**src/rtl/rau_pkg.sv**
```systemverilog
// ----------------------------------------------------------------------------
// rau_pkg
// Shared types and codes for the rational arithmetic unit: request and
// status codes, sequencer states and the packed transfer payloads.
// ----------------------------------------------------------------------------
package rau_pkg;

  localparam int OPERAND_WIDTH_DEF = 32;

  typedef enum logic [2:0] {
    REQ_NORM = 3'd0,
    REQ_ADD  = 3'd1,
    REQ_SUB  = 3'd2,
    REQ_MUL  = 3'd3,
    REQ_DIV  = 3'd4,
    REQ_CMP  = 3'd5
  } req_t;

  typedef enum logic [1:0] {
    ST_OK       = 2'd0,
    ST_ZERO_DEN = 2'd1,
    ST_OVERFLOW = 2'd2
  } status_t;

  typedef enum logic [2:0] {
    S_IDLE,
    S_MUL,
    S_COMB,
    S_GCD,
    S_DIVN,
    S_DIVD,
    S_CHECK,
    S_OUT
  } state_t;

  typedef struct packed {
    logic        [2:0]  req_type;
    logic signed [31:0] a_num;
    logic signed [31:0] a_den;
    logic signed [31:0] b_num;
    logic signed [31:0] b_den;
  } in_item_t;

  typedef struct packed {
    logic signed [31:0] res_num;
    logic        [30:0] res_den;
    logic               is_less;
    logic               is_equal;
    logic        [1:0]  status;
  } out_item_t;

endpackage

```
**src/rtl/rau_gcd.sv**
```systemverilog
// ----------------------------------------------------------------------------
// rau_gcd
// Binary gcd of two nonzero magnitudes: one shift or one compare-subtract
// per cycle, common factors of two counted and restored at the end.
// ----------------------------------------------------------------------------
module rau_gcd #(
  parameter int DW = 2 * rau_pkg::OPERAND_WIDTH_DEF
) (
  input  logic          clk,
  input  logic          rst_n,
  input  logic          start,
  input  logic [DW-1:0] a_in,
  input  logic [DW-1:0] b_in,
  output logic          done,
  output logic [DW-1:0] g_out
);

  localparam int KW = $clog2(DW);

  logic [DW-1:0] a_r, b_r, g_r;
  logic [KW-1:0] k_r;
  logic          busy_r, done_r;

  always_ff @(posedge clk) begin
    if (!rst_n) begin
      busy_r <= 1'b0;
      done_r <= 1'b0;
    end else begin
      done_r <= 1'b0;
      if (start) begin
        busy_r <= 1'b1;
      end else if (busy_r && (a_r == '0)) begin
        busy_r <= 1'b0;
        done_r <= 1'b1;
      end
    end
  end

  always_ff @(posedge clk) begin
    if (start) begin
      a_r <= a_in;
      b_r <= b_in;
      k_r <= '0;
    end else if (busy_r) begin
      priority if (a_r == '0) begin
        g_r <= b_r << k_r;
      end else if (!a_r[0] && !b_r[0]) begin
        a_r <= a_r >> 1;
        b_r <= b_r >> 1;
        k_r <= k_r + 1'b1;
      end else if (!a_r[0]) begin
        a_r <= a_r >> 1;
      end else if (!b_r[0]) begin
        b_r <= b_r >> 1;
      end else if (a_r >= b_r) begin
        a_r <= a_r - b_r;
      end else begin
        b_r <= b_r - a_r;
      end
    end
  end

  assign done  = done_r;
  assign g_out = g_r;

endmodule

```
**config.mk**
```make
export PLATFORM = sky130hd
export DESIGN_NAME = rau_gcd
export DESIGN_NICKNAME = d
export VERILOG_FILES = /design/src/rtl/rau_pkg.sv /design/src/rtl/rau_gcd.sv
export SDC_FILE = /design/constraint.sdc
export NUM_CORES = 1
export LEC_CHECK = 0
export BUFFER_PORTS_ARGS = -buffer_cell sky130_fd_sc_hd__buf_4
export CAP_MARGIN = 20
export CORE_MARGIN = 2
export CORE_UTILIZATION = 45
export DETAILED_ROUTE_END_ITERATION = 12
export PLACE_DENSITY_LB_ADDON = 0.1
export SETUP_SLACK_MARGIN = 0.1
export SYNTH_ARGS = -nofsm -noshare
export SYNTH_HDL_FRONTEND = slang
export SYNTH_SLANG_ARGS = --single-unit
```
**constraint.sdc**
```tcl
create_clock -name clk -period 11.04 [get_ports clk]
set_input_delay 2.208 -clock clk [delete_from_list [all_inputs] [get_ports clk]]
set_output_delay 2.208 -clock clk [all_outputs]
set_load 0.05 [all_outputs]
```
==> flow_metrics.py, run 1 <==
metrics = {
    "timing": {
        "max_freq_mhz": 177,
        "max_slew_margin_pct": 23.1,
        "worst_slack_ns": 5.38,
        "slew_violations": 0,
        "min_period_ns": 5.66,
        "setup_tns_ns": 0,
        "finalSetupViolations": 0,
        "tightestPinTransition_ns": 1.15,
        "min_period_over_period_pct": 51.2,
        "finalHoldViolCount": 0,
        "clock_skew_ns": 0.0171,
        "rsz0062_at_grt": "false",
        "finalHoldWorstSlack_ns": 0.719,
    },
    "power": {
        "p_per_area_nw_per_um2": 192,
        "p_leak_uw": 0.00958,
        "vdd_drop_max_mv": 0.105,
        "total_power_uw": 4320,
    },
    "worst_setup_path": {
        "cp_num_cells": 11,
        "crit_required_ns": 11.20,
        "cp_max_fo": 37,
        "slowest_delay_ns": 0.77,
        "critPathKind": "register to register",
        "cpLargestDelayFamily": "compound AO/OA/AOI/OAI gates",
        "worstPathCellList": "ha_1 -> nand4_1 -> or3_1 -> o41ai_1 -> a21o_1 -> a21o_1 -> buf_4 -> nor2_1 -> o21ai_0 -> a21o_2 -> buf_4",
        "critPathCaptureType": "register",
        "cp_num_buf_inv": 2,
        "critPathLaunchType": "register",
        "cpMaxStageDelayCell": "o41ai_1",
        "cp.arrival_ns": 5.81,
        "r2r_cells": 11,
    },
    "die": {
        "start_util_pct": 45.5,
        "dieArea_um2": 46500,
        "core_area_um2": 44200,
        "rows": 77,
        "die_y_um": 216,
        "ioPinCount": 196,
        "die_w_um": 216,
    },
    "layout": {
        "regArea_um2": 5930,
        "layout.nets": 2790,
        "stdcell_count": 3133,
        "syn_to_final_growth_pct": 11.9,
        "drive_gt1_share_pct": 14.1,
        "fill_cells": 4336,
        "multi_input_area_um2": 12700,
    },
    "yosys": {
        "synth_area_um2": 20100,
        "ys_types": 73,
        "yosysTopAreaCell": "edfxtp_1",
        "synthCells": 2462,
        "yosys.area.top_type_share_pct": 28.6,
        "synth_nets": 2725,
        "netlist_top_cells_area": "edfxtp_1 (29%), ha_1 (8.1%), a21oi_1 (6.7%)",
        "yosysWarningCount": 0,
        "yosysSeqAreaShare_pct": 29.4,
        "synthArstFlopShare_pct": 0,
        "synth_edf_count": 192,
        "ys.flop_type": "edfxtp_1",
        "synth_seq_cells": 200,
        "synth.avg_cell_area_um2": 8.18,
    },
    "cts": {
        "post_cts_buffers": 0,
        "clk_latency_ns": 0.52,
        "cts_buffers": 17,
        "post_cts_resized": 0,
        "cts.sinks": 200,
        "cts-root-buf": "clkbuf_16",
        "cts_tree": "yes",
        "postCtsHoldBufs": 0,
        "cts_buffer_depth": 2,
        "cts-htree-levels": 4,
        "clkTransAtPathRegs_ns": 0.09,
    },
    "routing": {
        "wl_per_cell_um": 25.3,
        "vias_per_cell": 6.28,
        "drc": 0,
        "vias": 19686,
        "postRouteAntennaNets": 0,
        "firstDrtPassIters": 10,
        "drt-initial-drc-count": 2489,
        "wl_mm": 79.2,
    },
    "placed_design": {
        "place.gp.congestion": 0.990,
        "place_inst": 3099,
        "place_ws_ns": 5.43,
        "hpwl_mm": 61.5,
        "io_buffers": 195,
    },
    "global_route": {
        "antenna_found_initial": 0,
        "grt-ovfl-total": 0,
        "grt_pass1_wl_mm": 119,
        "grt_start_max_net_pins": 127,
        "grt_pass1_vias": 19081,
        "track_usage_pct": 33.9,
    },
    "run_status": {
        "status": "finished, final reports clean",
    },
    "job": {
        "cap_violations": 0,
    },
    "hold_path": {
        "hold_class": "register to register",
        "hold_depth": 2,
    },
}
## registers in the layout (all words and copies together), names as in the netlist
register	cells
done	1
b_r	64
busy_r	1
g_out	64
k_r	6
a_r	64
## layer usage
layer | up-vias | part of all wire (%) | track usage (%)
met5 | - | 0 | 0
met4 | 0 | 3.1 | 11.7
met3 | 139 | 7.2 | 5.03
met2 | 929 | 46 | 54.4
met1 | 9596 | 44 | 46.7
li1 | 9022 | - | -
## cell type report
type                            count  area share, %
Timing Repair Buffer              221           7.47
Clock buffer                       17           1.89
Clock inverter                     15           1.06
Multi-Input combinational cell   1872           56.4
Antenna cell                        1         0.0111
Inverter                          215           3.58
Tap cell                          592           3.29
Sequential cell                   200           26.3
## cells by family (layout without fill, tap and decap cells)
logic type                 after synthesis  count (layout)  synth area share [%]
xor gates and xnor gates               125             125                  5.44
other                                    0               1                     0
muxes                                  100             100                  8.03
DFF                                    200             200                  29.4
buffers and inverters                  390             468                  7.58
adders and majority gates              132             132                  8.28
AOI/OAI and AO/OA                      799             799                  25.8
and+or+nand+nor                        716             716                  15.4
## cell usage after synthesis (49+ instances only)
cell and count:
mux2i_1 49, clkbuf_1 139, a21oi_1 268, a21o_1 69, nor2_1 221, nand2_1 299
xnor2_1 79, edfxtp_1 192, inv_1 213, mux4_2 49, ha_1 130, nor3_1 58
o21ai_0 158
## cells in the final DEF, fill, tap and decap left out, drive strengths merged, types with 8 or more instances in the layout
cell type  count
inv          222
nor2         221
a21o          69
a211oi        38
and3           9
dfxtp          8
a221oi        39
o21bai        38
nand2        299
o31a           8
buf          220
nand4         40
mux4          49
o21a          18
ha           130
or3            8
o21ai        173
and2          11
a31oi         22
a21oi        268
nand2b        10
nor3          58
o22ai         17
nor4          22
xnor2         79
clkbuf        18
nor2b          9
o221ai        25
xor2          46
a21boi        12
edfxtp       192
mux2i         49
a22oi         23
nand3         16
## worst min-delay path, stage by stage, from the launching register on
cell and delay [ns]:
edfxtp_1 0.42, a221oi_2 0.08, a21oi_1 0.10
## power breakdown
group          internal, µW  switching, µW  leakage, µW  total (µW)
combinational           877           1570      0.00732        2440
clock                   357            377     0.000321         734
sequential              972            172      0.00193        1140
## per-stage QoR
stage	utilization (%)	area, µm²
2_1_floorplan	-	20100
3_3_place_gp	49.4	21800
3_5_place_dp	49.4	21800
4_1_cts	50.9	22500
5_1_grt	50.9	22500
6_report	50.9	22500
## final timing paths
kind                            slack (ns)       to    start
worst max register to register        5.38   a_r[8]  b_r[19]
worst min register to register        0.72  a_r[43]  a_r[44]
worst max-delay path                  5.38   a_r[8]  b_r[19]
worst min-delay path                  0.72  a_r[43]  a_r[44]
No activity file was read; power rests on OpenSTA's default activity.
==> run 2: changes to the inputs <==
--- a/config.mk
+++ b/config.mk
@@ -5,6 +5,7 @@
 export SDC_FILE = /design/constraint.sdc
 export NUM_CORES = 1
 export LEC_CHECK = 0
+export ABC_AREA = 1
 export BUFFER_PORTS_ARGS = -buffer_cell sky130_fd_sc_hd__buf_4
 export CAP_MARGIN = 20
 export CORE_MARGIN = 2
==> constraint.sdc (replaced) <==
create_clock -name clk -period 5.5 [get_ports clk]
set_input_delay 1.1 -clock clk [delete_from_list [all_inputs] [get_ports clk]]
set_output_delay 1.1 -clock clk [all_outputs]
set_load 0.05 [all_outputs]
==> run 2 against run 1 <==
Hold slack got worse by 0.085 ns; setup slack worse by 4.1 ns; via count rose by 34%; global-route usage is 2.9 points higher; critical path type unchanged; largest cell class unchanged.
==> flow_metrics.py, run 2 <==
metrics = {
    "yosys": {
        "synth_xor_xnor_area_share_pct": 2.88,
        "yosysMostFrequentCell": "nand2_1",
        "yosysSeqAreaShare_pct": 24.4,
        "synth_edf_count": 192,
        "synth.avg_cell_area_um2": 5.91,
        "ys.flop_type": "edfxtp_1",
        "synth_nets": 4375,
        "synthArstFlopShare_pct": 0,
        "synth_top_family_by_area": "simple AND/OR/NAND/NOR gates",
        "synth_seq_cells": 200,
        "synth_compound_area_share_pct": 11.8,
        "yosysWarningCount": 0,
        "synthCells": 4112,
        "synth_area_um2": 24300,
        "synthMuxAreaShare_pct": 1.81,
        "ys_top_cells_by_count": "nand2_1 (1,475), inv_1 (631), nor2_1 (479)",
        "netlist_top_cells_area": "edfxtp_1 (24%), nand2_1 (23%), inv_1 (9.7%)",
        "yosysTopAreaCell": "edfxtp_1",
        "synth_fa_ha_area_share_pct": 6.85,
        "yosys.area.top_type_share_pct": 23.7,
        "ys_types": 50,
        "synth-simple-area-share_pct": 39.0,
    },
    "routing": {
        "drt-initial-drc-count": 2798,
        "drc": 0,
        "vias": 26323,
        "wl_mm": 104,
        "vias_per_cell": 5.37,
        "wl_per_cell_um": 21.3,
        "firstDrtPassIters": 6,
        "postRouteAntennaNets": 0,
    },
    "layout": {
        "layout_common_cells": "nand2_1 (1,475), inv_1 (629), nor2_1 (477)",
        "regArea_um2": 5930,
        "layout.nets": 4453,
        "layout_commonest_cell": "nand2_1",
        "utilization_pct": 50.1,
        "syn_to_final_growth_pct": 10.3,
        "fill_cells": 5842,
        "drive_gt1_share_pct": 11.0,
        "multi_input_area_um2": 15200,
    },
    "job": {
        "cap_violations": 0,
    },
    "cts": {
        "post_cts_buffers": 0,
        "post_cts_resized": 0,
        "clkTransAtPathRegs_ns": 0.10,
        "postCtsHoldBufs": 0,
        "cts_buffer_depth": 2,
        "cts.sinks": 200,
        "cts-root-buf": "clkbuf_16",
        "clk_latency_ns": 0.54,
        "cts_buffers": 17,
        "cts-htree-levels": 4,
        "cts_tree": "yes",
    },
    "die": {
        "ioPinCount": 196,
        "core_area_um2": 53600,
        "die_w_um": 236,
        "rows": 85,
        "dieArea_um2": 55900,
        "start_util_pct": 45.4,
        "die_y_um": 236,
    },
    "placed_design": {
        "io_buffers": 195,
        "hpwl_mm": 85.6,
        "place_ws_ns": 1.36,
        "place.gp.congestion": 1.09,
    },
    "worst_setup_path": {
        "path_common_cell": "nand2_1",
        "slowest_delay_ns": 0.86,
        "critPathKind": "register to register",
        "r2r_setup_slack_ns": 1.27,
        "worstPathCellList": "inv_1 -> ha_1 -> inv_1 -> fa_1 -> nand3_1 -> nand3_2 -> nand2_1 -> nand2_1 -> nand2_1 -> nand2_2 -> nand2_2 -> nand3_2 -> nand2_4 -> nand2_4 -> a21oi_4 -> buf_4",
        "crit_end": "b_r[7]",
        "critPathCaptureType": "register",
        "cpMaxStageDelayCell": "a21oi_4",
        "cp_max_fo": 21,
        "cp.arrival_ns": 4.44,
        "r2r_start": "a_r[0]",
        "crit_required_ns": 5.71,
        "critPathLaunchType": "register",
        "r2r-end": "b_r[7]",
        "crit_start": "a_r[0]",
        "cpLargestDelayFamily": "simple AND/OR/NAND/NOR gates",
        "cp_num_buf_inv": 3,
        "cp_num_cells": 16,
        "r2r_cells": 16,
    },
    "power": {
        "intPower_uw": 4550,
        "p_leak_uw": 0.0142,
        "vdd_drop_max_mv": 0.315,
        "seqPwrFrac_pct": 20.6,
        "p_comb_share_pct": 65.6,
        "p_sw_uw": 6240,
        "p_per_area_nw_per_um2": 402,
        "swShare_pct": 57.9,
        "clock_power_share_pct": 13.9,
    },
    "timing": {
        "max_slew_margin_pct": 19.3,
        "worst_slack_ns": 1.27,
        "min_period_ns": 4.23,
        "finalSetupViolations": 0,
        "setup_tns_ns": 0,
        "tightestPinTransition_ns": 1.20,
        "min_period_over_period_pct": 76.9,
        "clock_skew_ns": 0.0263,
        "finalHoldViolCount": 0,
        "max_freq_mhz": 236,
        "rsz0062_at_grt": "false",
        "slew_violations": 0,
    },
    "global_route": {
        "grt_pass1_vias": 24553,
        "antenna_found_initial": 2,
        "grt_start_max_net_pins": 86,
        "grt-ovfl-total": 0,
        "grt_pass1_wl_mm": 153,
        "track_usage_pct": 36.8,
    },
    "run_status": {
        "status": "finished, final reports clean",
    },
    "hold_path": {
        "hold_class": "register to register",
    },
}
[run 2: worst min-delay path by stage]
stage,end,cells after the start,start,slack [ns]
after floorplan,done,2,busy_r,0.48
after global placement,done,2,busy_r,0.59
after detailed placement,done,2,busy_r,0.60
after CTS,done,2,busy_r,0.62
after global routing,done,2,busy_r,0.67
final,done,2,busy_r,0.63
[run 2: metrics by stage]
stage	cell area [µm²]	total power, µW	cells	hold slack (ns)
2_1_floorplan	24300	6580	4112	0.477
3_3_place_gp	26100	9060	4865	0.592
3_5_place_dp	26200	9040	4866	0.604
4_1_cts	26800	10500	4898	0.618
5_1_grt	26800	11400	4899	0.671
6_report	26800	10800	4900	0.635
[run 2: logic make-up (layout without fill, tap and decap cells)]
| group | after synthesis | count (layout) |
|---|---|---|
| and+or+nand+nor | 2310 | 2310 |
| muxes | 44 | 44 |
| adders and majority gates | 132 | 132 |
| other | 0 | 1 |
| xor gates and xnor gates | 79 | 79 |
| DFF | 200 | 200 |
| AOI/OAI and AO/OA | 525 | 525 |
| buffers and inverters | 822 | 913 |
[run 2: layout make-up]
class / instances / share of cell area [%]
multi-input combinational: 3090 / 56.6
clock buffer: 17 / 1.59
timing repair buffer: 221 / 6.37
inverter: 660 / 9.25
clock inverter: 15 / 0.877
antenna: 1 / 0.00932
sequential: 200 / 22.1
tap: 696 / 3.25
[run 2: power by group through the flow]
stage	sequential (µW)	combinational, µW	clock (µW)
detailed placement	2240	6790	0
global route	2240	7580	1540
CTS	2210	6830	1500
finish	2220	7080	1500
floorplan	2170	4420	0
global placement	2240	6820	0
[run 2: routing by layer]
metal  vias up  global-route usage [%]  wire, µm
met4         2                    20.9      6350
met2      1202                    56.2     44800
met3       230                    8.81     10200
met5         -                       0        13
li1      12911                       -         -
met1     11978                    47.7     43100
[run 2: worst min-delay path, cell delays in order (launching register included)]
cell and delay [ns]:
dfxtp_1 0.34, nand3_1 0.19, nor3_1 0.07
