$ cat config.mk
export PLATFORM = sky130hd
export DESIGN_NAME = rau_div
export DESIGN_NICKNAME = d
export VERILOG_FILES = /design/src/rtl/rau_pkg.sv /design/src/rtl/rau_div.sv
export SDC_FILE = /design/constraint.sdc
export NUM_CORES = 1
export LEC_CHECK = 0
export BUFFER_PORTS_ARGS = -buffer_cell sky130_fd_sc_hd__clkbuf_2
export CAP_MARGIN = 25
export CORE_UTILIZATION = 30
export DETAILED_ROUTE_END_ITERATION = 16
export MAX_ROUTING_LAYER = met4
export PLACE_DENSITY = 0.47
export SLEW_MARGIN = 25
export SYNTH_ARGS = -nofsm -noshare
export SYNTH_HDL_FRONTEND = slang
export SYNTH_SLANG_ARGS = --single-unit
$ cat constraint.sdc
create_clock -name clk -period 6.5 [get_ports clk]
set_input_delay 0.65 -clock clk [delete_from_list [all_inputs] [get_ports clk]]
set_output_delay 0.65 -clock clk [all_outputs]
set_load 0.005 [all_outputs]
$ cat src/rtl/rau_pkg.sv
// ----------------------------------------------------------------------------
// rau_pkg
// Shared types and codes for the rational arithmetic unit: request and
// status codes, sequencer states and the packed transfer payloads.
// ----------------------------------------------------------------------------
package rau_pkg;

  localparam int OPERAND_WIDTH_DEF = 32;

  typedef enum logic [2:0] {
    REQ_NORM = 3'd0,
    REQ_ADD  = 3'd1,
    REQ_SUB  = 3'd2,
    REQ_MUL  = 3'd3,
    REQ_DIV  = 3'd4,
    REQ_CMP  = 3'd5
  } req_t;

  typedef enum logic [1:0] {
    ST_OK       = 2'd0,
    ST_ZERO_DEN = 2'd1,
    ST_OVERFLOW = 2'd2
  } status_t;

  typedef enum logic [2:0] {
    S_IDLE,
    S_MUL,
    S_COMB,
    S_GCD,
    S_DIVN,
    S_DIVD,
    S_CHECK,
    S_OUT
  } state_t;

  typedef struct packed {
    logic        [2:0]  req_type;
    logic signed [31:0] a_num;
    logic signed [31:0] a_den;
    logic signed [31:0] b_num;
    logic signed [31:0] b_den;
  } in_item_t;

  typedef struct packed {
    logic signed [31:0] res_num;
    logic        [30:0] res_den;
    logic               is_less;
    logic               is_equal;
    logic        [1:0]  status;
  } out_item_t;

endpackage

$ cat src/rtl/rau_div.sv
// ----------------------------------------------------------------------------
// rau_div
// Restoring divider, one quotient bit per cycle.
// ----------------------------------------------------------------------------
module rau_div #(
  parameter int DW = 2 * rau_pkg::OPERAND_WIDTH_DEF
) (
  input  logic          clk,
  input  logic          rst_n,
  input  logic          start,
  input  logic [DW-1:0] dividend,
  input  logic [DW-1:0] divisor,
  output logic          done,
  output logic [DW-1:0] quot
);

  localparam int CW = $clog2(DW + 1);

  logic [DW-1:0] q_r, rem_r, dvs_r;
  logic [CW-1:0] cnt_r;
  logic          busy_r, done_r;
  logic [DW:0]   rem2;
  logic          fits;

  assign rem2 = {rem_r, q_r[DW-1]};
  assign fits = rem2 >= {1'b0, dvs_r};

  always_ff @(posedge clk) begin
    if (!rst_n) begin
      busy_r <= 1'b0;
      done_r <= 1'b0;
    end else begin
      done_r <= 1'b0;
      if (start) begin
        busy_r <= 1'b1;
      end else if (busy_r && (cnt_r == CW'(1))) begin
        busy_r <= 1'b0;
        done_r <= 1'b1;
      end
    end
  end

  always_ff @(posedge clk) begin
    if (start) begin
      q_r   <= dividend;
      dvs_r <= divisor;
      rem_r <= '0;
      cnt_r <= CW'(DW);
    end else if (busy_r) begin
      rem_r <= fits ? DW'(rem2 - {1'b0, dvs_r}) : DW'(rem2);
      q_r   <= {q_r[DW-2:0], fits};
      cnt_r <= cnt_r - 1'b1;
    end
  end

  assign done = done_r;
  assign quot = q_r;

endmodule

==> parameters.txt, run 1 <==
Parameter                              Value

Yosys
  Area fraction in and, or, nand and nor cells after synthesis ... 15.7%
  Synth area leaders ... sky130_fd_sc_hd__edfxtp_1 (32%), sky130_fd_sc_hd__dfxtp_1 (12%), sky130_fd_sc_hd__ha_1 (6.9%), sky130_fd_sc_hd__mux2_2 (6.1%), sky130_fd_sc_hd__nand2_1 (4.5%)
  Compound-gate portion of the synthesized area ... 16.7%
  Area share of the largest cell type after synthesis ... 32.0%
  Yosys warnings ... 0
  Post-Syn Nets ... 1440
  Xor/xnor share of the synthesized area ... 4.38%
  Total standard cell area after synthesis ... 12000 um2
  Share of synthesized area spent on multiplexers ... 6.26%
  Post-synthesis cell type with the largest combined area ... sky130_fd_sc_hd__edfxtp_1
  Flip-flop and latch count after synthesis ... 201
  Syn Inst Count ... 1242
  Post-Synthesis Mean Instance Area ... 9.67 um2
  Sequential share of the synthesized area ... 44.2%
  Number of enable flip-flop cells after synthesis ... 128
  Largest family of logic cells by synthesized area ... compound AO/OA/AOI/OAI gates
  Adder-cell share of the synthesized area ... 7.04%
  Count of unique library cells instantiated by Yosys ... 71
  Main flop type after synthesis ... sky130_fd_sc_hd__edfxtp_1
  FFs w/ async S/R, synth ... 0%

CTS
  Total of hold buffers inserted after clock tree synthesis ... 0
  Number of buffers added by the clock tree synthesis step ... 26
  Clock slew at reported path FFs ... 0.05 ns
  Post-CTS setup buffer count ... 0
  Clk Tree Root Cell ... sky130_fd_sc_hd__clkbuf_16
  Worst-Skew Late Latency ... 0.56 ns
  Maximum number of buffers from clock root to sink ... 3
  TritonCTS clock tree ... yes
  Post-CTS resize count ... 0
  Htree depth ... 1
  Clock Sink Count ... 201

Worst setup path
  Cell chain of the critical path ... inv_1 > ha_1 > nand4_1 > a211oi_2 > o31ai_1 > a31o_4 > o41ai_4 > a21oi_2 > o41a_2 > buf_4 > a32oi_1 > o31ai_1
  R2R Path Start ... dvs_r[8]
  Critical path depth ... 12
  Combined buffer and inverter count along the critical path ... 2
  Arrival time reported for the critical path endpoint ... 4.67 ns
  Worst setup path startpoint ... dvs_r[8]
  Library cell contributing the largest single delay on the critical path ... sky130_fd_sc_hd__o41a_2
  Setup CP Type ... reg -> reg
  CP Launch Type ... flop
  Most frequent CP cell ... sky130_fd_sc_hd__o31ai_1
  Data required time at the worst endpoint ... 6.93 ns
  Worst reg2reg path endpoint ... rem_r[61]
  Worst R2R Path Depth ... 12
  Delay-heaviest family, CP ... compound AO/OA/AOI/OAI gates
  Worst setup path endpoint ... rem_r[61]
  Reg-to-reg setup timing slack ... 2.26 ns
  Longest individual stage delay on the worst path ... 0.88 ns
  CP max FO ... 46
  Capturing element type of the critical path ... flop

Power and ir drop
  Internal power contribution ... 2.57 mW
  Part of the total power dissipated in sequential elements ... 42.9%
  Leak pwr ... 5.99 nW
  Share of power burned in the clock network ... 39.3%
  Switching Share ... 28.1%
  Worst voltage drop across the vdd grid ... 183 uV
  Logic pwr share ... 17.8%
  Switching Power ... 1.00 mW
  Power per Cell Area ... 252 nW/um2

STA
  Top achievable clock speed ... 236 MHz
  Max Slew Vio Count ... 0
  Slew at the pin closest to its max-slew limit ... 0.956 ns
  Final sum of negative setup slack ... 0 ns
  Final clock period utilization by the worst path ... 65.3%
  Clock Skews ... 0.00942 ns
  Hold Slack ... 0.267 ns
  Unrepaired setup endpoints after global routing ... no
  Time the final worst path needs with I/O delays and setup ... 4.24 ns
  Final setup violating endpoints ... 0
  Worst Setup Slack, final ... 2.26 ns
  Worst rel slew slack ... 36.2%
  Number of endpoints with negative hold slack in the final report ... 0

Drt
  Overall via count from detail_route ... 9713
  Wirelength per Cell ... 17.7 um
  DR vias/cell ... 5.02
  DRC violation count after routing ... 0
  Post-route ant nets ... 0
  Detailed Route WL ... 34200 um
  Number of DRC violations after detailed-routing iteration 0 ... 595
  Pre-Repair DR Iteration Count ... 5

Placement
  Estimated wirelength of the detail-placed design ... 24800 um
  Buffers on Ports ... 195
  DP Cell Count ... 1882
  DP Worst Slack ... 2.22 ns
  RePlAce Congestion ... 0.838
  Placed cell areas ... 13300 um2

Final layout
  Final design instance area without fill ... 14200 um2
  Final Non-Filler Cells ... 1933
  Area growth, synth to finish ... 18.1%
  Filler Cells Inserted ... 4090
  Share of layout cells above drive strength 1 ... 23.0%
  Final nets ... 1590
  Commonest non-fill, non-tap cells in the layout ... sky130_fd_sc_hd__clkbuf_2 (194), sky130_fd_sc_hd__nand2_1 (145), sky130_fd_sc_hd__edfxtp_1 (128)
  Most common cell after layout, fill and taps aside ... sky130_fd_sc_hd__clkbuf_2

Floorplanning
  Total die area ... 40800 um2
  FP Rows ... 72
  Die boundary width ... 202 um
  Initial core utilization ... 30.7%
  Number of top-level design ports ... 196
  Placeable core region ... 39100 um2
  Vertical extent of the die ... 202 um

Global route
  GR Util All Layers ... 16.9%
  Vias in the first global route ... 9726
  Global route overflow ... 0
  Pin count of the biggest net entering global routing ... 75
  First-pass GRT wire length ... 53600 um
  Initial antenna violation count ... 3

Job
  # Max-Cap Violations ... 0

Worst hold path
  HP Class ... in -> reg

Status
  Outcome ... completed
==> per-layer routing <==
metal	global-route usage, %	vias up	part of all wire (%)
met5	-	-	0
li1	-	4853	-
met4	3.79	0	1.8
met3	4.29	37	6.0
met1	22.4	4575	48
met2	25.8	248	44
==> layout make-up <==
class	instances	area, um2	share of cell area (%)
Clock inverter	12	130	0.918
Tap cell	518	648	4.57
Clock buffer	36	698	4.92
Multi-Input combinational cell	875	6020	42.5
Sequential cell	201	5310	37.4
Timing Repair Buffer	205	1060	7.45
Antenna cell	3	7.51	0.0529
Inverter	83	312	2.20
==> worst min-delay path by stage <==
stage	from	end	slack [ns]	depth (start not counted)
after detailed placement	rem_r[2]	rem_r[2]	0.48	2
final	divisor[43]	dvs_r[43]	0.27	1
after global placement	rem_r[2]	rem_r[2]	0.48	2
after global routing	divisor[35]	dvs_r[35]	0.23	1
after CTS	divisor[43]	dvs_r[43]	0.23	1
after floorplan	rem_r[63]	rem_r[63]	0.45	2
==> power groups by stage <==
stage	logic (mW)	clock network [mW]	registers, mW
finish	0.635	1.40	1.53
global route	0.706	1.50	1.54
CTS	0.640	1.46	1.53
detailed placement	0.635	0	1.56
global placement	0.638	0	1.56
floorplan	0.423	0	1.55
==> Yosys cell counts, drive strengths merged, types with 5 or more instances <==
master and instances:
xor2 27, a21oi 68, buf 34, xnor2 33, nor4 8, nor2b 10
o311ai 13, o211ai 6, o21bai 11, nand4 28, a211oi 12, or3 6
dfxtp 73, a311oi 33, nor3 11, clkbuf 49, o21a 8, o31ai 12
inv 83, edfxtp 128, o21ai 40, nand3 63, mux2 65, a21o 36
nor2 85, and4 5, nand2 145, or2 5, a32oi 9, ha 66
nand2b 7, a31oi 10, and3 6
==> cells by family after synthesis <==
group / Yosys count
buffers and inverters: 166
adder cells (fa/ha/maj): 67
AO/OA/AOI/OAI: 283
flip-flops: 201
XOR/XNOR: 60
multiplexers: 67
AND/OR/NAND/NOR: 398
==> registers in the layout, indices dropped and copies added (netlist names) <==
register,flops
busy_r,1
rem_r,64
quot,64
cnt_r,7
done,1
dvs_r,64
==> stage by stage <==
stage / utilization (%) / total power, mW
final: 36.3 / 3.57
after global routing: 36.3 / 3.75
after floorplan: - / 1.97
after CTS: 36.3 / 3.63
after detailed placement: 34.1 / 2.19
after global placement: 34.1 / 2.19
Power figures use the tool's default switching activity.
==> run 2, diff against run 1 <==
Settings changed: PLACE_DENSITY 0.47 to 0.48.
Clock period 6.5 ns to 3.57 ns, I/O delays scaled along.
==> parameters.txt, run 2 (synthesis results as in run 1) <==
Parameter                              Value

Drt
  DRC violation count after routing ... 0 (unchanged)
  DR vias/cell ... 4.97 (-1.0%)
  Overall via count from detail_route ... 10.1k (+4.1%)
  Max Used Layer ... met4
  Met3 WL ... 1760 um (-14%)
  Wire length on met1 ... 17300 um (+4.5%)
  Pre-Repair DR Iteration Count ... 5 (unchanged)
  Number of DRC violations after detailed-routing iteration 0 ... 686 (+15%)
  Met2 wire length ... 15300 um (+2.6%)
  Detailed Route WL ... 35100 um (+2.7%)
  Wirelength per Cell ... 17.3 um (-2.4%)
  Post-route ant nets ... 0 (unchanged)

CTS
  Maximum number of buffers from clock root to sink ... 3 (unchanged)
  Clock slew at reported path FFs ... 0.06 ns (about the same)
  Number of buffers added by the clock tree synthesis step ... 26 (unchanged)
  Post-CTS setup buffer count ... 0 (unchanged)
  TritonCTS clock tree ... yes
  Worst-Skew Late Latency ... 0.57 ns (about the same)
  Clk Tree Root Cell ... sky130_fd_sc_hd__clkbuf_16
  Htree depth ... 1 (unchanged)
  Clock Sink Count ... 201 (unchanged)

STA
  Worst rel slew slack ... 46.9% (+11 points)
  Unrepaired setup endpoints after global routing ... no
  Top achievable clock speed ... 303 MHz (+29%)
  Number of endpoints with negative hold slack in the final report ... 0 (unchanged)
  Slew at the pin closest to its max-slew limit ... 0.797 ns (-0.159 ns)
  Clock Skews ... 0.0227 ns (+0.0133 ns)
  Worst Setup Slack, final ... 0.271 ns (-1.99 ns)
  Final clock period utilization by the worst path ... 92.4% (+27 points)
  Final sum of negative setup slack ... 0 ns (unchanged)
  Time the final worst path needs with I/O delays and setup ... 3.30 ns (-0.944 ns)
  Final setup violating endpoints ... 0 (unchanged)
  Max Slew Vio Count ... 0 (unchanged)

Power and ir drop
  Worst voltage drop across the vdd grid ... 345 uV (+88%)
  Power per Cell Area ... 439 nW/um2 (+75%)
  Leak pwr ... 6.49 nW (+8.4%)

Placement
  RePlAce Congestion ... 0.848 (+1.3%)
  Buffers on Ports ... 195 (unchanged)
  Estimated wirelength of the detail-placed design ... 25500 um (+2.6%)
  DP Worst Slack ... 0.129 ns (-2.10 ns)

Final layout
  Final nets ... 1693 (+6.5%)
  Number of antenna cells inserted ... 0 (-3)
  Most common cell after layout, fill and taps aside ... sky130_fd_sc_hd__clkbuf_2
  Commonest non-fill, non-tap cells in the layout ... sky130_fd_sc_hd__clkbuf_2 (194), sky130_fd_sc_hd__nand2_1 (144), sky130_fd_sc_hd__edfxtp_1 (128)
  Area growth, synth to finish ... 26.8%
  Share of layout cells above drive strength 1 ... 24.7% (+1.7 points)

Floorplanning
  Die boundary width ... 202 um (unchanged)
  FP Rows ... 72 (unchanged)
  Total die area ... 40800 um2 (unchanged)
  Vertical extent of the die ... 202 um (unchanged)
  Placeable core region ... 39100 um2 (unchanged)
  Number of top-level design ports ... 196 (unchanged)
  Initial core utilization ... 30.7% (unchanged)

Worst hold path
  HP Class ... in -> reg
  Cell depth of the worst min-delay path ... 1 (unchanged)

Global route
  Vias in the first global route ... 10.2k (+5.0%)
  Pin count of the biggest net entering global routing ... 111 (+48%)
  GR Util All Layers ... 17.7% (+0.82 points)
  First-pass GRT wire length ... 56300 um (+5.0%)
  Initial antenna violation count ... 0 (-3)
  Global route overflow ... 0 (unchanged)

Worst setup path
  Library cell contributing the largest single delay on the critical path ... sky130_fd_sc_hd__or4b_1
  Worst R2R Path Depth ... 14 (+2)
  Arrival time reported for the critical path endpoint ... 3.80 ns (-0.87 ns)
  Data required time at the worst endpoint ... 4.07 ns (-2.86 ns)
  Combined buffer and inverter count along the critical path ... 2 (unchanged)
  CP Launch Type ... flop
  Longest individual stage delay on the worst path ... 0.51 ns (-0.37 ns)
  Most frequent CP cell ... sky130_fd_sc_hd__a21o_1
  Setup CP Type ... reg -> reg
  Capturing element type of the critical path ... flop
  CP max FO ... 2 (-96%)
  Cell chain of the critical path ... inv_1 > ha_1 > fa_2 > nor2b_1 > o31ai_1 > buf_4 > a21o_1 > a2111o_1 > a21o_1 > a31oi_2 > o21ai_0 > nor3b_1 > or4b_1 > nand2_1
  Delay-heaviest family, CP ... compound AO/OA/AOI/OAI gates
  Critical path depth ... 14 (+2)

Job
  # Max-Cap Violations ... 0 (unchanged)

Status
  Outcome ... completed
## run 2: cell count changes in the layout (fill, tap and decap cells not counted), sizes merged
cell / change
clkbuf: -1
buf: +40
diode: -3
dlygate4sd3: +63
clkinvlp: +1
## run 2: layout make-up
cell class | instances | area, um2
inverters | 83 | 312
fillers | 4028 | 23900
repair buffers | 308 | 2060
clock buffers | 35 | 714
flip-flops and latches | 201 | 5310
clock inverters | 13 | 143
multi-input cells | 875 | 6050
well taps | 518 | 648
## run 2: final timing paths
| check | from | endpoint | slack (ns) |
|---|---|---|---|
| worst min register to register | rem_r[54] | rem_r[54] | 0.49 |
| worst min-delay path | divisor[1] | dvs_r[1] | 0.04 |
| worst max register to register | quot[63] | rem_r[58] | 0.27 |
| worst max-delay path | quot[63] | rem_r[58] | 0.27 |
## run 2: what timing repair did
action / CTS / global route
hold endpoints to repair: 63 / 0
resized for setup: 0 / 10
hold buffers: 63 / 0
setup endpoints to repair: 0 / 26
## run 2: layer usage
metal,GRT usage (%),vias to the layer above
met5,-,-
met4,3.92,0
met3,2.95,38
met2,27.2,275
met1,24.4,4740
li1,-,5060
## run 2: where the power goes
group / switching [mW] / internal [mW]
registers: 0.105 / 2.68
clock network: 1.08 / 1.55
logic: 0.704 / 0.568
total: 1.89 / 4.80
## run 2: metrics by stage
stage | cell area, um2 | util (%) | hold slack [ns] | instances | total power, mW
3_3_place_gp | 13700 | 35.1 | 0.477 | 1922 | 4.05
5_1_grt | 15200 | 39.0 | 0.0155 | 2033 | 7.05
3_5_place_dp | 13700 | 35.1 | 0.482 | 1922 | 4.05
6_report | 15200 | 39.0 | 0.0370 | 2033 | 6.69
4_1_cts | 15200 | 38.9 | 0.00206 | 2033 | 6.80
2_1_floorplan | 12000 | - | 0.450 | 1242 | 3.58
==> run 3, diff against run 2 <==
Settings changed: BUFFER_PORTS_ARGS -buffer_cell sky130_fd_sc_hd__clkbuf_2 to unset, DONT_BUFFER_PORTS set to 1, PLACE_DENSITY 0.48 to 0.52.
==> parameters.txt, run 3 (synthesis results as in run 1) <==
Parameter                              Value

Status
  Outcome ... completed

CTS
  Number of buffers added by the clock tree synthesis step ... 26 (unchanged)
  TritonCTS clock tree ... yes
  Clock slew at reported path FFs ... 0.05 ns (about the same)
  Htree depth ... 1 (unchanged)
  Clock Sink Count ... 201 (unchanged)
  Clk Tree Root Cell ... sky130_fd_sc_hd__clkbuf_16
  Maximum number of buffers from clock root to sink ... 3 (unchanged)
  Worst-Skew Late Latency ... 0.56 ns (about the same)
  Post-CTS setup buffer count ... 0 (unchanged)

Power and ir drop
  Switching Share ... 27.4% (-0.78 points)
  Share of power burned in the clock network ... 41.2% (+1.9 points)
  Logic pwr share ... 16.9% (-2.1 points)
  Part of the total power dissipated in sequential elements ... 41.9% (+0.2 points)
  Leak pwr ... 5.93 nW (-8.6%)
  Switching Power ... 1.85 mW (-2.1%)
  Worst voltage drop across the vdd grid ... 347 uV (+0.78%)
  Internal power contribution ... 4.89 mW (+1.8%)
  Power per Cell Area ... 452 nW/um2 (+2.8%)

Worst hold path
  HP Class ... in -> reg
  Origin of the worst min-delay path ... dividend[25]

STA
  Final sum of negative setup slack ... 0 ns (unchanged)
  Clock Skews ... 0.0238 ns (+0.00116 ns)
  Top achievable clock speed ... 296 MHz (-2.5%)
  Unrepaired setup endpoints after global routing ... no
  Worst rel slew slack ... 31.4% (-15 points)
  Final setup violating endpoints ... 0 (unchanged)
  Final clock period utilization by the worst path ... 94.7% (+2.3 points)
  Time the final worst path needs with I/O delays and setup ... 3.38 ns (+0.0839 ns)
  Max Slew Vio Count ... 0 (unchanged)
  Slew at the pin closest to its max-slew limit ... 1.02 ns (+0.227 ns)
  Number of endpoints with negative hold slack in the final report ... 0 (unchanged)

Drt
  Wirelength per Cell ... 18.4 um (+6.6%)
  Pre-Repair DR Iteration Count ... 5 (unchanged)
  Detailed Route WL ... 34900 um (-0.70%)
  DR vias/cell ... 5.11 (+2.7%)
  Overall via count from detail_route ... 9680 (-4.3%)
  Post-route ant nets ... 0 (unchanged)
  DRC violation count after routing ... 0 (unchanged)
  Number of DRC violations after detailed-routing iteration 0 ... 626 (-8.7%)

Worst setup path
  CP Launch Type ... flop
  CP max FO ... 5 (+3)
  Setup CP Type ... reg -> reg
  R2R Path Start ... dvs_r[1]
  Arrival time reported for the critical path endpoint ... 3.87 ns (+0.07 ns)
  Capturing element type of the critical path ... flop
  Data required time at the worst endpoint ... 4.06 ns (about the same)
  Worst setup path startpoint ... dvs_r[1]

Placement
  Estimated wirelength of the detail-placed design ... 23900 um (-6.2%)
  Buffers on Ports ... 0 (-100%)
  RePlAce Congestion ... 0.898 (+5.8%)

Final layout
  Final nets ... 1552 (-8.3%)
  Area occupied by multi-input gates ... 6070 um2 (+0.37%)
  Final standard cell utilization of the core ... 38.1% (-0.82 points)
  Total area of sequential cells ... 5310 um2 (unchanged)
  Most common cell after layout, fill and taps aside ... sky130_fd_sc_hd__nand2_1
  Commonest non-fill, non-tap cells in the layout ... sky130_fd_sc_hd__nand2_1 (145), sky130_fd_sc_hd__edfxtp_1 (128), sky130_fd_sc_hd__dlygate4sd3_1 (128)
  Filler Cells Inserted ... 3903 (-3.1%)
  Share of layout cells above drive strength 1 ... 12.7% (-12 points)
  Area growth, synth to finish ... 24.2%

Global route
  First-pass GRT wire length ... 55500 um (-1.4%)
  Vias in the first global route ... 10.1k (-1.5%)
  Pin count of the biggest net entering global routing ... 106 (-4.5%)
  Global route overflow ... 0 (unchanged)
  Initial antenna violation count ... 2 (+2)
  GR Util All Layers ... 17.5% (-0.25 points)

Floorplanning
  FP Rows ... 72 (unchanged)
  Initial core utilization ... 30.7% (unchanged)
  Die boundary width ... 202 um (unchanged)
  Placeable core region ... 39100 um2 (unchanged)
  Total die area ... 40800 um2 (unchanged)
  Vertical extent of the die ... 202 um (unchanged)
  Number of top-level design ports ... 196 (unchanged)

Job
  # Max-Cap Violations ... 0 (unchanged)
==> run 3: cell type report <==
class | instances | area share (%)
well taps | 518 | 4.35
repair buffers | 167 | 11.1
flip-flops and latches | 201 | 35.6
multi-input cells | 875 | 40.7
clock buffers | 27 | 4.39
clock inverters | 21 | 1.71
diodes | 2 | 0.0336
inverters | 83 | 2.09
==> run 3: what timing repair did <==
item,4_1_cts,5_1_grt
hold buffers,129,0
endpoints found under the hold margin,232,0
endpoints found under the setup margin,0,48
resized for setup,0,12
==> run 3: critical path, cell delays in order, from the launching register on <==
cell	delay, ns
sky130_fd_sc_hd__edfxtp_1	0.37
sky130_fd_sc_hd__inv_1	0.05
sky130_fd_sc_hd__ha_1	0.29
sky130_fd_sc_hd__nor2b_2	0.16
sky130_fd_sc_hd__o211ai_1	0.11
sky130_fd_sc_hd__a211oi_2	0.33
sky130_fd_sc_hd__o31ai_2	0.15
sky130_fd_sc_hd__a31o_4	0.28
sky130_fd_sc_hd__o41ai_4	0.27
sky130_fd_sc_hd__a21oi_2	0.16
sky130_fd_sc_hd__o41a_4	0.56
sky130_fd_sc_hd__or4b_1	0.53
sky130_fd_sc_hd__nand2_1	0.07
==> run 3: per-layer routing <==
layer	track usage (%)	vias up	part of all wire (%)
li1	-	4769	-
met1	22.6	4552	46
met2	27.0	302	45
met3	4.29	57	6.6
met4	4.90	0	2.8
met5	-	-	0
==> run 3: power groups by stage <==
| stage | sequential (mW) | combinational [mW] | clock, mW |
|---|---|---|---|
| after CTS | 2.83 | 1.13 | 2.87 |
| final | 2.82 | 1.14 | 2.77 |
| after global routing | 2.85 | 1.26 | 2.95 |
| after floorplan | 2.81 | 0.770 | 0 |
| after detailed placement | 2.87 | 0.979 | 0 |
| after global placement | 2.87 | 0.981 | 0 |
==> run 3: path summary, 6_finish.rpt <==
check	end	slack (ns)	depth (start not counted)
max	rem_r[58]	0.19	12
min	quot[25]	0.07	1
max reg2reg	rem_r[58]	0.19	12
min reg2reg	rem_r[2]	0.49	2
==> run 3: per-stage QoR <==
step / hold WS, ns / std cells / instance area (um2) / worst slack, ns / power (mW)
6_report: 0.0714 / 1894 / 14900 / 0.187 / 6.74
5_1_grt: 0.0327 / 1894 / 14900 / 0.00441 / 7.06
4_1_cts: 0.0377 / 1891 / 14800 / 0.0581 / 6.83
3_5_place_dp: 0.456 / 1714 / 12600 / 0.0566 / 3.84
3_3_place_gp: 0.456 / 1714 / 12600 / 0.142 / 3.85
2_1_floorplan: 0.450 / 1242 / 12000 / 0.362 / 3.58
